**src/hdl/drdec_pkg.sv**
```systemverilog
package drdec_pkg;

	localparam int FrameLen = 18;
	localparam int PosW     = 5;
	localparam int ChanW    = 11;
	localparam int MouseW   = 16;
	localparam int NumChan  = 5;
	localparam int NumMouse = 3;
	localparam int CfgIdxW  = 2;
	localparam int CfgDataW = 10;
	localparam int OutDataW = 128;

	localparam logic [CfgIdxW-1:0] CfgOfflineLimit = 2'd0;
	localparam logic [CfgIdxW-1:0] CfgStickLimit   = 2'd1;

	localparam logic [7:0]       OfflineLimitRst = 8'd60;
	localparam logic [9:0]       StickLimitRst   = 10'd660;
	localparam logic [7:0]       SilenceRst      = 8'd61;
	localparam logic [7:0]       SilenceMax      = 8'hFF;
	localparam logic [3:0]       SwBothMid       = 4'hF;
	localparam logic [ChanW-1:0] ChanOffset      = 11'd1024;

	typedef logic [FrameLen-1:0][7:0] frame_t;

	typedef struct packed {
		logic [NumChan-1:0][ChanW-1:0]   chan;
		logic [3:0]                      switches;
		logic [NumMouse-1:0][MouseW-1:0] mouse;
		logic [1:0]                      buttons;
		logic [15:0]                     keys;
	} held_t;

endpackage

```
**src/hdl/drdec_unpack.sv**
```systemverilog
module drdec_unpack (
	input  drdec_pkg::frame_t frame,
	input  logic [9:0]        stick_limit,
	output drdec_pkg::held_t  decoded
);
	import drdec_pkg::*;

	logic [NumChan-1:0][ChanW-1:0] raw;
	logic [3:0]                    over;
	logic                          bad;

	function automatic logic [ChanW-1:0] magnitude(input logic [ChanW-1:0] value);
		magnitude = value[ChanW-1] ? {1'b0, value[ChanW-2:0]} : ChanOffset - value;
	endfunction

	always_comb begin
		raw[0] = {frame[1][2:0], frame[0]};
		raw[1] = {frame[2][5:0], frame[1][7:3]};
		raw[2] = {frame[4][0], frame[3], frame[2][7:6]};
		raw[3] = {frame[5][3:0], frame[4][7:1]};
		raw[4] = {frame[17][2:0], frame[16]};

		for (int i = 0; i < 4; i++) begin
			over[i] = magnitude(raw[i]) > {1'b0, stick_limit};
		end
		bad = |over;

		for (int i = 0; i < NumChan; i++) begin
			// raw minus centre, modulo 2048
			decoded.chan[i] = bad ? '0 : (raw[i] ^ ChanOffset);
		end
		decoded.switches = bad ? SwBothMid : frame[5][7:4];
		decoded.mouse[0] = {frame[7], frame[6]};
		decoded.mouse[1] = {frame[9], frame[8]};
		decoded.mouse[2] = {frame[11], frame[10]};
		decoded.buttons  = {frame[13] != 8'd0, frame[12] != 8'd0};
		decoded.keys     = {frame[15], frame[14]};
	end

endmodule

```
**src/hdl/dbus_remote_frame_decoder_core.sv**
```systemverilog
// remote-control frame decoder with link watchdog
//
// input stream: s_tdata[7:0] carries a received frame byte, s_tuser[0] selects
// a heartbeat tick (1) or a byte (0), s_tuser[1] flags the first byte of a
// frame. eighteen bytes make a frame; the eighteenth produces one result, a
// tick always produces one result, every other byte produces none.
// output stream: m_tdata carries the held decoded values and the link status.
// config: cfg_index 0 offline limit, 1 stick limit, written with cfg_valid;
// cfg_ready is always high.
// an item is registered on acceptance and then decoded straight into the
// output register; one item can be taken every cycle while the receiver
// does not stall.
// if the receiver stalls, one more item is held in the input register while
// the result waits; s_tready drops only when both are occupied.
// reset clears the byte position, marks the link offline with the silence
// counter at its reset limit plus one, zeroes the sticks, mouse and keys and
// sets both switches to middle. register contents return to 60 and 660.
module dbus_remote_frame_decoder_core (
	input  logic                             clk,
	input  logic                             arst_n,
	input  logic                             s_tvalid,
	output logic                             s_tready,
	input  logic [7:0]                       s_tdata,  // rx_byte
	input  logic [1:0]                       s_tuser,  // cmd, frame_start
	output logic                             m_tvalid,
	input  logic                             m_tready,
	// stick_right_x, stick_right_y, stick_left_x, stick_left_y, wheel_value,
	// switch_pair, mouse_dx, mouse_dy, mouse_dz, mouse_keys, key_mask,
	// link_online, zero padding
	output logic [drdec_pkg::OutDataW-1:0]   m_tdata,
	input  logic                             cfg_valid,
	output logic                             cfg_ready,
	input  logic [drdec_pkg::CfgIdxW-1:0]    cfg_index,
	input  logic [drdec_pkg::CfgDataW-1:0]   cfg_data
);
	import drdec_pkg::*;

	logic            in_valid_s1;
	logic            cmd_s1;
	logic            start_s1;
	logic [7:0]      byte_s1;

	logic [7:0]      offline_limit_q;
	logic [9:0]      stick_limit_q;
	frame_t          frame_q;
	logic [PosW-1:0] pos_q;
	logic [7:0]      silence_q;
	logic            online_q;
	held_t           held_q;
	logic            out_valid_q;
	logic [OutDataW-1:0] out_data_q;

	frame_t          frame_view;
	held_t           decoded;
	held_t           held_d;
	logic [PosW-1:0] pos_eff;
	logic            byte_store;
	logic            completes;
	logic            produces;
	logic            out_free;
	logic            advance;
	logic [7:0]      silence_inc;
	logic [7:0]      silence_d;
	logic            online_d;

	assign cfg_ready = 1'b1;

	always_ff @(posedge clk or negedge arst_n) begin
		if (!arst_n) begin
			offline_limit_q <= OfflineLimitRst;
			stick_limit_q   <= StickLimitRst;
		end else if (cfg_valid) begin
			unique case (cfg_index)
				CfgOfflineLimit: offline_limit_q <= cfg_data[7:0];
				CfgStickLimit:   stick_limit_q   <= cfg_data;
				default: ;
			endcase
		end
	end

	assign pos_eff    = start_s1 ? '0 : pos_q;
	assign byte_store = !cmd_s1 && (pos_eff < PosW'(FrameLen));
	assign completes  = byte_store && (pos_eff == PosW'(FrameLen - 1));
	assign produces   = cmd_s1 || completes;
	assign out_free   = !out_valid_q || m_tready;
	assign advance    = in_valid_s1 && (!produces || out_free);
	assign s_tready   = !in_valid_s1 || advance;

	always_ff @(posedge clk or negedge arst_n) begin
		if (!arst_n) begin
			in_valid_s1 <= 1'b0;
		end else if (s_tready) begin
			in_valid_s1 <= s_tvalid;
		end
	end

	always_ff @(posedge clk) begin
		if (s_tready && s_tvalid) begin
			cmd_s1   <= s_tuser[0];
			start_s1 <= s_tuser[1];
			byte_s1  <= s_tdata;
		end
	end

	// the last byte goes to the decoder directly, earlier ones from the store
	always_comb begin
		frame_view = frame_q;
		frame_view[FrameLen-1] = byte_s1;
	end

	drdec_unpack u_unpack (
		.frame       (frame_view),
		.stick_limit (stick_limit_q),
		.decoded     (decoded)
	);

	always_comb begin
		silence_inc = (silence_q != SilenceMax) ? silence_q + 8'd1 : silence_q;
		held_d      = held_q;
		silence_d   = silence_q;
		online_d    = online_q;
		if (cmd_s1) begin
			if (silence_inc > offline_limit_q) begin
				silence_d = offline_limit_q;
				online_d  = 1'b0;
			end else begin
				silence_d = silence_inc;
				online_d  = 1'b1;
			end
		end else if (completes) begin
			held_d    = decoded;
			silence_d = '0;
		end
	end

	always_ff @(posedge clk) begin
		if (advance && byte_store) begin
			frame_q[pos_eff] <= byte_s1;
		end
	end

	always_ff @(posedge clk or negedge arst_n) begin
		if (!arst_n) begin
			pos_q     <= '0;
			silence_q <= SilenceRst;
			online_q  <= 1'b0;
			held_q    <= '{chan: '0, switches: SwBothMid, mouse: '0, buttons: '0, keys: '0};
		end else if (advance) begin
			if (byte_store) begin
				pos_q <= PosW'(pos_eff + 1'b1);
			end
			silence_q <= silence_d;
			online_q  <= online_d;
			held_q    <= held_d;
		end
	end

	always_ff @(posedge clk or negedge arst_n) begin
		if (!arst_n) begin
			out_valid_q <= 1'b0;
		end else if (out_free) begin
			out_valid_q <= advance && produces;
		end
	end

	always_ff @(posedge clk) begin
		if (out_free && advance && produces) begin
			out_data_q <= {2'b00, online_d, held_d.keys, held_d.buttons,
				held_d.mouse[2], held_d.mouse[1], held_d.mouse[0], held_d.switches,
				held_d.chan[4], held_d.chan[3], held_d.chan[2], held_d.chan[1],
				held_d.chan[0]};
		end
	end

	assign m_tvalid = out_valid_q;
	assign m_tdata  = out_data_q;

endmodule

```
**config.mk**
```make
export PLATFORM = sky130hd
export DESIGN_NAME = dbus_remote_frame_decoder_core
export DESIGN_NICKNAME = d
export VERILOG_FILES = /design/src/hdl/drdec_pkg.sv /design/src/hdl/drdec_unpack.sv /design/src/hdl/dbus_remote_frame_decoder_core.sv
export SDC_FILE = /design/constraint.sdc
export NUM_CORES = 1
export LEC_CHECK = 0
export BUFFER_PORTS_ARGS = -buffer_cell sky130_fd_sc_hd__clkbuf_2
export CORE_UTILIZATION = 40
export DETAILED_ROUTE_END_ITERATION = 12
export PLACE_DENSITY = 0.62
export SLEW_MARGIN = 20
export SYNTH_ARGS = -nofsm -noshare
export SYNTH_HDL_FRONTEND = slang
export SYNTH_SLANG_ARGS = --single-unit
```
**constraint.sdc**
```tcl
create_clock -name clk -period 8.9 [get_ports clk]
set_input_delay 1.335 -clock clk [delete_from_list [all_inputs] [get_ports clk]]
set_output_delay 1.335 -clock clk [all_outputs]
set_load 0.01 [all_outputs]
```
After elaboration in Yosys (flattened, before gate mapping)
Cells that the tools add are included.
- register bits: 439
- input port bits: 27
- output and inout bits: 131
- logic and storage cells: 110
- add/subtract/negate cells: 6
- $lt $le $gt $ge: 8
- eq/ne operators: 3
- multiplexer cells: 22
- bitwise operators: 5
- reductions and logical operators: 26
- operators by type and width (operator ; number):
    2-to-1 mux 125 bit ; 2
    bitwise mux 144 bit ; 1
    2-to-1 mux 11 bit ; 9
    > comparator 11 x 10 -> 1 bit ; 4
    subtractor 11 bit (first input constant) ; 4
    demux 8 bit (select 5 bit) ; 1
    2-to-1 mux 8 bit ; 5
    nonzero test 8 bit ; 2
    logical AND 1 bit ; 9
    adder 8 x 1 -> 8 bit (second input constant) ; 1
    > comparator 8 bit ; 1
    != test 8 bit (second input constant) ; 1
    AND reduction 2 bit ; 4
    < comparator 5 x 6 -> 1 bit (second input constant) ; 1
    adder 5 x 1 -> 5 bit (second input constant) ; 1
    == test 5 bit (second input constant) ; 1
    greater-or-equal comparator 5 x 1 -> 1 bit (second input constant) ; 1
    < comparator 5 bit (second input constant) ; 1
    2-to-1 mux 5 bit ; 1
    inverter 1 bit ; 5
    logical NOT 1 bit ; 4
    logical OR 1 bit ; 4
    2-to-1 mux 4 bit ; 1
    OR reduction 4 bit ; 1
    4 further kinds ; 5

Depth between registers and ports, before layout
Gate-level depths: netlist (run 1).
- depth after elaboration: 10
- mapped depth: 14
- depth with buffers taken out: 12

Modules after synthesis
Synthesis (run 1) repeated with hierarchy kept, for this count alone.
- cell total of the unflattened synthesis: 1367
- area, all modules: 19441.1 sq um
- by module, submodules not included (module ; times used ; cells each ; area an instance (sq um) ; sequential area each (sq um)):
    dbus_remote_frame_decoder_core ; 1 ; 908 ; 16403.2 ; 12167.9
    drdec_unpack ; 1 ; 459 ; 3037.9 ; 0.0

Least setup slack after synthesis (run 1)
No wires, ideal clock.
- path type: in2reg
- start point: in m_tready
- end point: reg out_data_q[0] (netlist: m_tdata[0]), enable pin
- setup time: 0.479 ns
- arrival: 4.751 ns
- data required time: 8.421 ns
- path slack: 3.670 ns
- stages on the path: 5
- buffers on the path: 2
- cell sequence: nand2b_1 > clkbuf_1 > clkbuf_1 > nand3_1 > inv_1
- word-level cells in the longest chain between the ends: 5
- RTL lines (what ; RTL line ; text):
    from (decl) ; dbus_remote_frame_decoder_core.sv:26 ; input logic m_tready,
    logical OR 1 bit (*) ; dbus_remote_frame_decoder_core.sv:85 ; assign out_free = !out_valid_q || m_tready;
    logical OR 1 bit ; dbus_remote_frame_decoder_core.sv:86 ; assign advance = in_valid_s1 && (!produces || out_free);
    logical AND 1 bit ; dbus_remote_frame_decoder_core.sv:86 ;
    logical AND 1 bit (*) (2 in series) ; dbus_remote_frame_decoder_core.sv:167 ; if (out_free && advance && produces) begin
    to (signal assigned) ; dbus_remote_frame_decoder_core.sv:168 ; out_data_q <= {2'b00, online_d, held_d.keys, held_d.buttons,
    to (decl) ; dbus_remote_frame_decoder_core.sv:51 ; logic [OutDataW-1:0] out_data_q;
Every way passes the cells marked *; elsewhere a longest branch is shown, timed or not.
A chain may end at the register's enable or synchronous reset.

==> metrics.txt, run 1 <==
relative slew slack 23.8%; initial antenna violation count 0; status completed; area of the die 49500 sq um; CTS clock-pin slew for the worst setup and hold paths 60 ps; largest net degree at the start of global routing 97; fillcell total 4270; final hold violations 0; M2 GR Usage 31.8%; CP endpoint kind flip-flop; H-tree depth 2; GRT Max-Usage Layer met2; # resized after CTS 0; Synth cell types 55; max-cap violations 0; port buffer count 154; Clk Latency, worst-skew pair 590 ps; IR drop worst, VDD 0.131 mV; clk buf depth 3; Core ar. 47800 sq um; hpwl dp 30700 um; period utilisation layout 51.6%; IO Pins 158; register area share after synthesis 62.6%; antenna viol nets, final 0; RSZ-0062 raised after global routing no; chip width 222 um; Final min period 4590 ps; Main synth FF type edfxtp_1; final instance area 22400 sq um; placed cell area 20900 sq um; fraction of layout cells with a size suffix above 1 21.1%; CP Launch Type flip-flop; clk root buf clkbuf_16; synthesized flop and latch total 431; final global-route overflow total 0; post-route DRC violation count 0; final setup margin 4310 ps; 1st-iter DRT viols 945; area leader, netlist edfxtp_1; dpl cells 2322; RePlAce Congestion 0.832; Async SR Flop Fraction 36.9%; static leakage 0.00898 uW; Max Freq 0.218 GHz; Initial Utilization 40.6%; total number of vias 13.5k; First-pass DRT Iterations 5; Max Slew Vio Count 0; Critical Path AT 4970 ps; CTS buffer count 45; vias in the first global route 13.3k; critical path required time 9270 ps; met1 Track Usage GR 27.8%; CTS tree yes; Yosys Warn Count 0; synth top area cells edfxtp_1, dfrtp_1, nand2_1; Post-Layout Cell Count 2408; # rows 80; synth cell count leaders nand2_1, edfxtp_1, dfrtp_1; hold buffers post-CTS 0; hold depth 2; endpoints failing setup 0; count leader, synth nand2_1; ant diodes 0; Register-to-Register Path Depth 8; Hold Crit Class flip-flop to flip-flop; Final #Nets 1840; Layout area overhead 15.0%; worst-path fanout max 61; first-pass GRT wire length 77700 um; Die Height 222 um; Setup Fix Bufs, Post-CTS 0; Post-synth EDFFs 272; pre-CTS setup slack 4190 ps; syn avg cell area 11.9 sq um; clock sink count 431; average vias per placed instance 5.59; Critical Setup Path Class flip-flop to flip-flop; met3 Use GR 3.82%; routed wire length per instance 20.7 um; Tot GR Track Use 20.2%; setup TNS 0 ps; Slew @ Worst Pin 1140 ps; Cell Area, Synth 19400 sq um; drt total wl 49800 um; PwrDens 231 nW/um^2; post-synth top area share 42.0%; worst clock skew 15.5 ps; Post-Syn Instances 1641
==> critical path, cell delays in order, from the launching register on <==
cell      delay [ps]
edfxtp_1         550
nand2b_1         260
inv_1            110
ha_1             320
nand3_4          680
a31o_1           470
or4_2           1100
buf_4            500
o41ai_2          370
==> logic make-up after synthesis <==
logic type | after synthesis | synth area share (%)
adders and majority gates | 57 | 3.67
xor gates and xnor gates | 33 | 1.49
and+or+nand+nor | 597 | 14.4
other | 2 | 0.0386
buffers and inverters | 150 | 3.13
AOI/OAI and AO/OA | 277 | 9.32
muxes | 94 | 5.39
DFF | 431 | 62.6
==> cell usage in the layout, fill, tap and decap left out, types with 13 or more instances in the layout <==
master | Yosys | layout
mux2_2 | 85 | 85
dfrtp_1 | 142 | 142
o211ai_1 | 52 | 52
edfxtp_1 | 272 | 272
clkbuf_1 | 97 | 18
xor2_1 | 29 | 29
nor2_1 | 67 | 67
clkbuf_2 | 0 | 153
or4_1 | 51 | 50
nor3_1 | 18 | 18
ha_1 | 57 | 57
o41ai_2 | 15 | 15
clkbuf_16 | 0 | 46
nand4_1 | 54 | 54
dfstp_2 | 17 | 17
o21ai_0 | 117 | 116
buf_4 | 4 | 22
nand2_1 | 337 | 337
inv_1 | 37 | 36
a211oi_1 | 16 | 16
nor4_1 | 13 | 13
a21oi_1 | 45 | 45
==> flip-flops by register name, summed over array words and instances (netlist names), 5 cells and up <==
| signal | cells |
|---|---|
| frame_q | 136 |
| silence_q | 8 |
| m_tdata | 126 |
| held_q | 125 |
| pos_q | 5 |
| offline_limit_q | 8 |
| stick_limit_q | 10 |
| byte_s1 | 8 |
==> final timing paths <==
kind	startpoint	endpoint	slack, ps
worst max-delay path	start_s1$_DFFE_PP_	m_tdata[54]$_DFFE_PP_	4310
worst max register to register	start_s1$_DFFE_PP_	m_tdata[54]$_DFFE_PP_	4310
worst min register to register	held_q[112]$_DFFE_PN0P_	held_q[112]$_DFFE_PN0P_	480
worst min-delay path	held_q[112]$_DFFE_PN0P_	held_q[112]$_DFFE_PN0P_	480
min in group asynchronous	arst_n	held_q[40]$_DFFE_PN0P_	870
max in group asynchronous	arst_n	offline_limit_q[1]$_DFFE_PN0P_	6540
==> final cells by class <==
| cell class | count | area, sq um | share of cell area [%] |
|---|---|---|---|
| Sequential cell | 431 | 12200 | 54.4 |
| Multi-Input combinational cell | 1061 | 6780 | 30.3 |
| Clock buffer | 68 | 1270 | 5.69 |
| Timing Repair Buffer | 180 | 1030 | 4.59 |
| Tap cell | 615 | 769 | 3.44 |
| Clock inverter | 16 | 210 | 0.940 |
| Inverter | 37 | 141 | 0.632 |
==> through the flow <==
stage	hold WS [ps]	utilization, %	total power, uW
6_report	479	46.8	5170
5_1_grt	496	46.8	5390
3_3_place_gp	461	43.5	3270
2_1_floorplan	450	-	2990
3_5_place_dp	469	43.6	3300
4_1_cts	483	46.7	5200
==> metal layers <==
layer | wire [um] | vias up | part of all wire [%]
met3 | 3280 | 92 | 6.6
met2 | 23100 | 437 | 46
met4 | 1380 | 0 | 2.8
met1 | 22000 | 6675 | 44
li1 | - | 6253 | -
met5 | 0 | - | 0
==> power breakdown <==
part	switching, uW	internal (uW)	total (uW)
clock	789	1110	1900
combinational	600	302	903
sequential	94.5	2270	2370
Note: power is estimated with default switching activity, not from simulation.
==> run 2, diff against run 1 <==
--- a/config.mk
+++ b/config.mk
@@ -8,7 +8,7 @@
 export BUFFER_PORTS_ARGS = -buffer_cell sky130_fd_sc_hd__clkbuf_2
 export CORE_UTILIZATION = 40
 export DETAILED_ROUTE_END_ITERATION = 12
-export PLACE_DENSITY = 0.62
+export PLACE_DENSITY = 0.64
 export SLEW_MARGIN = 20
 export SYNTH_ARGS = -nofsm -noshare
 export SYNTH_HDL_FRONTEND = slang
==> constraint.sdc (replaced) <==
create_clock -name clk -period 3.8 [get_ports clk]
set_input_delay 0.57 -clock clk [delete_from_list [all_inputs] [get_ports clk]]
set_output_delay 0.57 -clock clk [all_outputs]
set_load 0.01 [all_outputs]
==> run 2 against run 1 <==
  * Critical endpoint is now held_q[84]$_DFFE_PN0P_
  * Fmax grew 28%
  * Final area grew 3.4%
  * Sequential share of layout area shrank 1.8 points
  * Combinational power grew to 2.6 times the previous value
  * Die area is the same
  * Cell count grew 2.9%
  * Hold slack lost 380 ps
  * Clock skew grew 0.91 ps
  * Highest routed layer unchanged
==> metrics.txt, run 2 (synthesized netlist as in run 1, its figures left out) <==
Critical-path top delay cell or4_1; Biggest register frame_q; Max Slew Vio Count 0; FF-to-FF End held_q[84]$_DFFE_PN0P_; H-tree depth 2; CP endpoint kind flip-flop; hpwl dp 31800 um; register share of total power 44.2%; register area 12200 sq um; worst-path fanout max 54; internal power 8910 uW; CP Cell Sequence or3_1 > or3_1 > nor2_1 > a21oi_1 > xor2_1 > ha_1 > a211oi_2 > nand2_1 > o311a_1 > buf_12 > or4_1 > o21ai_0; Final #Nets 1907; Layout area overhead 19.0%; critical path required time 4290 ps; 1st-iter DRT viols 1295; CP Launch Type flip-flop; Slew @ Worst Pin 944 ps; fillcell total 4260; Critical Setup Path Class flip-flop to flip-flop; setup TNS 0 ps; most frequent cells in the layout nand2_1, edfxtp_1, clkbuf_2; final global-route overflow total 0; metal2 WL 24400 um; CTS tree yes; vias in the first global route 13.3k; first-pass GRT wire length 78700 um; Metal-1 WL 22300 um; clk root buf clkbuf_16; chip width 222 um; worst clock skew 16.4 ps; Hold Crit Class input port to asynchronous set/reset pin; buffer and inverter count on the worst path 1; Highest Signal Layer met4; total number of vias 13.8k; CP peak stage delay 510 ps; NetSw 3580 uW; # rows 80; CTS buffer count 47; Initial Utilization 40.6%; post-route DRC violation count 0; Core ar. 47800 sq um; RSZ-0062 raised after global routing no; WL met3 3650 um; Final min period 3590 ps; hold buffers post-CTS 0; port buffer count 154; final hold violations 0; Tot GR Track Use 20.7%; RePlAce Congestion 0.890; routed wire length per instance 20.9 um; switching share of power 28.7%; Clk pwr share 37.1%; relative slew slack 37.1%; max-cap violations 0; clk buf depth 3; antenna viol nets, final 0; most common cell after layout, fill and taps aside nand2_1; CTS clock-pin slew for the worst setup and hold paths 60 ps; static leakage 0.00940 uW; drt total wl 51900 um; worst flop-to-flop path startpoint frame_q[4]$_DFFE_PP_; Largest register FFs 136; PnR Total Power 12500 uW; Max Freq 0.279 GHz; clock sink count 431; status completed; fraction of layout cells with a size suffix above 1 24.7%; period utilisation layout 94.5%; average vias per placed instance 5.57; Clk Latency, worst-skew pair 580 ps; largest net degree at the start of global routing 103; Levels on crit path 12; crit-path leading delay family simple AND/OR/NAND/NOR gates; Comb pwr share 18.6%; PwrDens 540 nW/um^2; ant diodes 0; slack of the worst reg-to-reg path 210 ps; IR drop worst, VDD 0.324 mV; First-pass DRT Iterations 5; multi-input logic area 6850 sq um; critical path's most frequent cell or3_1; initial antenna violation count 1; endpoints failing setup 0; Die Height 222 um; IO Pins 158; Register-to-Register Path Depth 12; Critical Path AT 4080 ps; area of the die 49500 sq um
-- run 2: metrics by stage --
step	setup WS, ps	area, sq um	cells	utilization (%)	hold slack [ps]
final	210	23100	2477	48.4	103
after global routing	14.7	23100	2477	48.4	131
after CTS	58.9	23000	2470	48.1	121
after detailed placement	-51.4	21400	2381	44.7	470
after global placement	-18.7	21400	2381	44.7	460
after floorplan	11.7	19500	1642	-	274
-- run 2: metal layers --
| metal | vias to the layer above | track usage [%] |
|---|---|---|
| li1 | 6386 | - |
| met1 | 6827 | 28.4 |
| met2 | 484 | 32.1 |
| met3 | 92 | 4.79 |
| met4 | 0 | 7.50 |
| met5 | - | 0 |
-- run 2: worst max-delay path by stage --
stage	slack, ps	from	to
6_report	210	frame_q[4]$_DFFE_PP_	held_q[84]$_DFFE_PN0P_
5_1_grt	10	frame_q[4]$_DFFE_PP_	held_q[98]$_DFFE_PN0P_
4_1_cts	60	frame_q[11]$_DFFE_PP_	m_tdata[34]$_DFFE_PP_
3_5_place_dp	-50	frame_q[11]$_DFFE_PP_	m_tdata[49]$_DFFE_PP_
3_3_place_gp	-20	frame_q[11]$_DFFE_PP_	m_tdata[49]$_DFFE_PP_
2_1_floorplan	10	start_s1$_DFFE_PP_	m_tdata[0]$_DFFE_PP_
-- run 2: area by class of cell --
class / count / area share, %
inverter: 37 / 0.617
clock buffer: 63 / 5.88
multi-input combinational: 1062 / 29.6
sequential: 431 / 52.6
tap: 615 / 3.33
clock inverter: 25 / 0.968
timing repair buffer: 244 / 7.01
-- run 2: power groups by stage --
stage | clock network [uW] | logic (uW) | registers, uW
global route | 4890 | 2560 | 5560
detailed placement | 0 | 2270 | 5620
finish | 4630 | 2330 | 5520
CTS | 4740 | 2280 | 5530
floorplan | 0 | 1400 | 5600
global placement | 0 | 2200 | 5610
-- run 2: what timing repair did --
item                                    in CTS  in global routing
gates resized for setup                      2                 10
endpoints found under the setup margin       4                 58
pin swaps                                    1                  1
gates cloned                                 1                  1
buffers inserted                             0                  4
-- run 2: worst reg2reg max path, delay by kind of cell, from the launching register on --
kind,cells,cell delay [ps]
AND/OR/NAND/NOR,5,1520
AO/OA/AOI/OAI,4,900
flip-flops,1,380
adder cells (fa/ha/maj),1,340
buffers and inverters,1,200
XOR/XNOR,1,160
==> run 3, diff against run 2 <==
--- a/config.mk
+++ b/config.mk
@@ -8,6 +8,7 @@
 export BUFFER_PORTS_ARGS = -buffer_cell sky130_fd_sc_hd__clkbuf_2
 export CORE_UTILIZATION = 40
 export DETAILED_ROUTE_END_ITERATION = 12
+export GPL_TIMING_DRIVEN = 0
 export PLACE_DENSITY = 0.64
 export SLEW_MARGIN = 20
 export SYNTH_ARGS = -nofsm -noshare
==> run 3 against run 2 <==
  * Critical path depth rose by 2
  * Combinational power rose by 3%
  * Global-route usage rose by 0.76 points
  * Sequential power barely moved
  * First-iteration DRC count fell by 10%
  * Count of clock-buffer cells in the layout rose by 3
  * Clock power fell by 4.5%
  * Die area did not move
  * Non-clock buffer count rose by 50
  * Worst setup slack got worse by 120 ps
  * Critical endpoint is now m_tdata[11]$_DFFE_PP_
  * Largest cell class unchanged
==> metrics.txt, run 3 (synthesized netlist as in run 1, its figures left out) <==
CP Launch Type flip-flop; CTS clock-pin slew for the worst setup and hold paths 60 ps; register area 12200 sq um; Final #Nets 1954; IO Pins 158; RSZ-0062 raised after global routing yes; average vias per placed instance 5.56; RePlAce Congestion 0.914; chip width 222 um; worst-path fanout max 10; PwrDens 532 nW/um^2; initial antenna violation count 0; multi-input logic area 7020 sq um; CTS buffer count 45; # rows 80; post-route DRC violation count 0; Die Height 222 um; status completed; CTS tree yes; clk buf depth 3; period utilisation layout 97.6%; Hold Crit Class input port to asynchronous set/reset pin; routed wire length per instance 21.1 um; relative slew slack 25.3%; Biggest register frame_q; H-tree depth 2; area of the die 49500 sq um; setup TNS 0 ps; final hold violations 0; ant diodes 0; port buffer count 154; hold buffers post-CTS 0; final global-route overflow total 0; most frequent cells in the layout nand2_1, edfxtp_1, clkbuf_2; total number of vias 14.0k; drt total wl 53200 um; Max Slew Vio Count 0; Critical Setup Path Class flip-flop to flip-flop; worst clock skew 17.2 ps; worst hold slack 31.1 ps; max-cap violations 0; Tot GR Track Use 21.5%; Slew @ Worst Pin 1120 ps; IR drop worst, VDD 0.325 mV; Core ar. 47800 sq um; First-pass DRT Iterations 5; first-pass GRT wire length 80900 um; hpwl dp 35900 um; clock sink count 431; vias in the first global route 14.0k; clk root buf clkbuf_16; most common cell after layout, fill and taps aside nand2_1; Layout area overhead 19.4%; Clk Latency, worst-skew pair 590 ps; largest net degree at the start of global routing 83; critical path required time 4170 ps; Largest register FFs 136; Initial Utilization 40.6%; fraction of layout cells with a size suffix above 1 23.3%; slack of the worst reg-to-reg path 90 ps; fillcell total 4248; static leakage 0.00936 uW; Final min period 3710 ps; endpoints failing setup 0; CP endpoint kind flip-flop; Critical Path AT 4080 ps; Max Freq 0.270 GHz; antenna viol nets, final 0; 1st-iter DRT viols 1162
-- run 3: through the flow --
| stage | cell area, sq um | setup slack, ps | total power (uW) | instances | util, % |
|---|---|---|---|---|---|
| floorplan | 19500 | 11.7 | 6990 | 1642 | - |
| global placement | 21000 | -1310 | 7670 | 2411 | 43.9 |
| detailed placement | 21100 | -899 | 7780 | 2416 | 44.2 |
| CTS | 22900 | 6.71 | 12300 | 2505 | 47.8 |
| global route | 23200 | -53.0 | 12900 | 2522 | 48.5 |
| finish | 23200 | 92.1 | 12400 | 2522 | 48.5 |
-- run 3: layout make-up --
type,count,share of cell area [%]
Sequential cell,431,52.4
Multi-Input combinational cell,1061,30.2
Clock buffer,66,5.50
Timing Repair Buffer,181,4.79
Tap cell,615,3.31
Buffer,113,2.33
Clock inverter,18,0.824
Inverter,37,0.614
-- run 3: critical path, cell delays in order (launching register included) --
cell and delay (ps):
edfxtp_1 450, inv_1 130, ha_1 210, nand2_1 110, nor3_2 160, a21oi_1 110
xor2_1 170, ha_1 290, a21o_1 190, a211oi_2 250, a311oi_2 110, or4_4 480
buf_4 230, buf_6 190, o41ai_2 390
-- run 3: what timing repair did --
action                     CTS  global route
pin swaps                    3             2
setup endpoints to repair  122           270
resized for setup           50           108
setup buffers                5            13
-- run 3: worst paths after layout --
kind                                                 to  depth (start not counted)                   start
max                               m_tdata[11]$_DFFE_PP_                         14   frame_q[12]$_DFFE_PP_
min                              held_q[41]$_DFFE_PN0P_                          1                  arst_n
max reg2reg                       m_tdata[11]$_DFFE_PP_                         14   frame_q[12]$_DFFE_PP_
min reg2reg                      held_q[71]$_DFFE_PN0P_                          2  held_q[71]$_DFFE_PN0P_
max in group asynchronous  stick_limit_q[4]$_DFFE_PN1P_                          2                  arst_n
min in group clk                   byte_s1[5]$_DFFE_PP_                          1              s_tdata[5]
-- run 3: per-layer routing --
| metal | vias to the layer above | GRT usage (%) | share of wire (%) |
|---|---|---|---|
| met1 | 6888 | 29.3 | 43 |
| met2 | 522 | 33.7 | 47 |
| met4 | 0 | 9.92 | 3.9 |
| met3 | 123 | 3.33 | 6.6 |
| li1 | 6478 | - | - |
| met5 | - | 0 | 0 |
-- run 3: power breakdown --
group	switching, uW	internal [uW]	total [uW]
Combinational	1520	869	2390
Sequential	220	5320	5540
Clock	1870	2550	4420
Total	3620	8740	12400
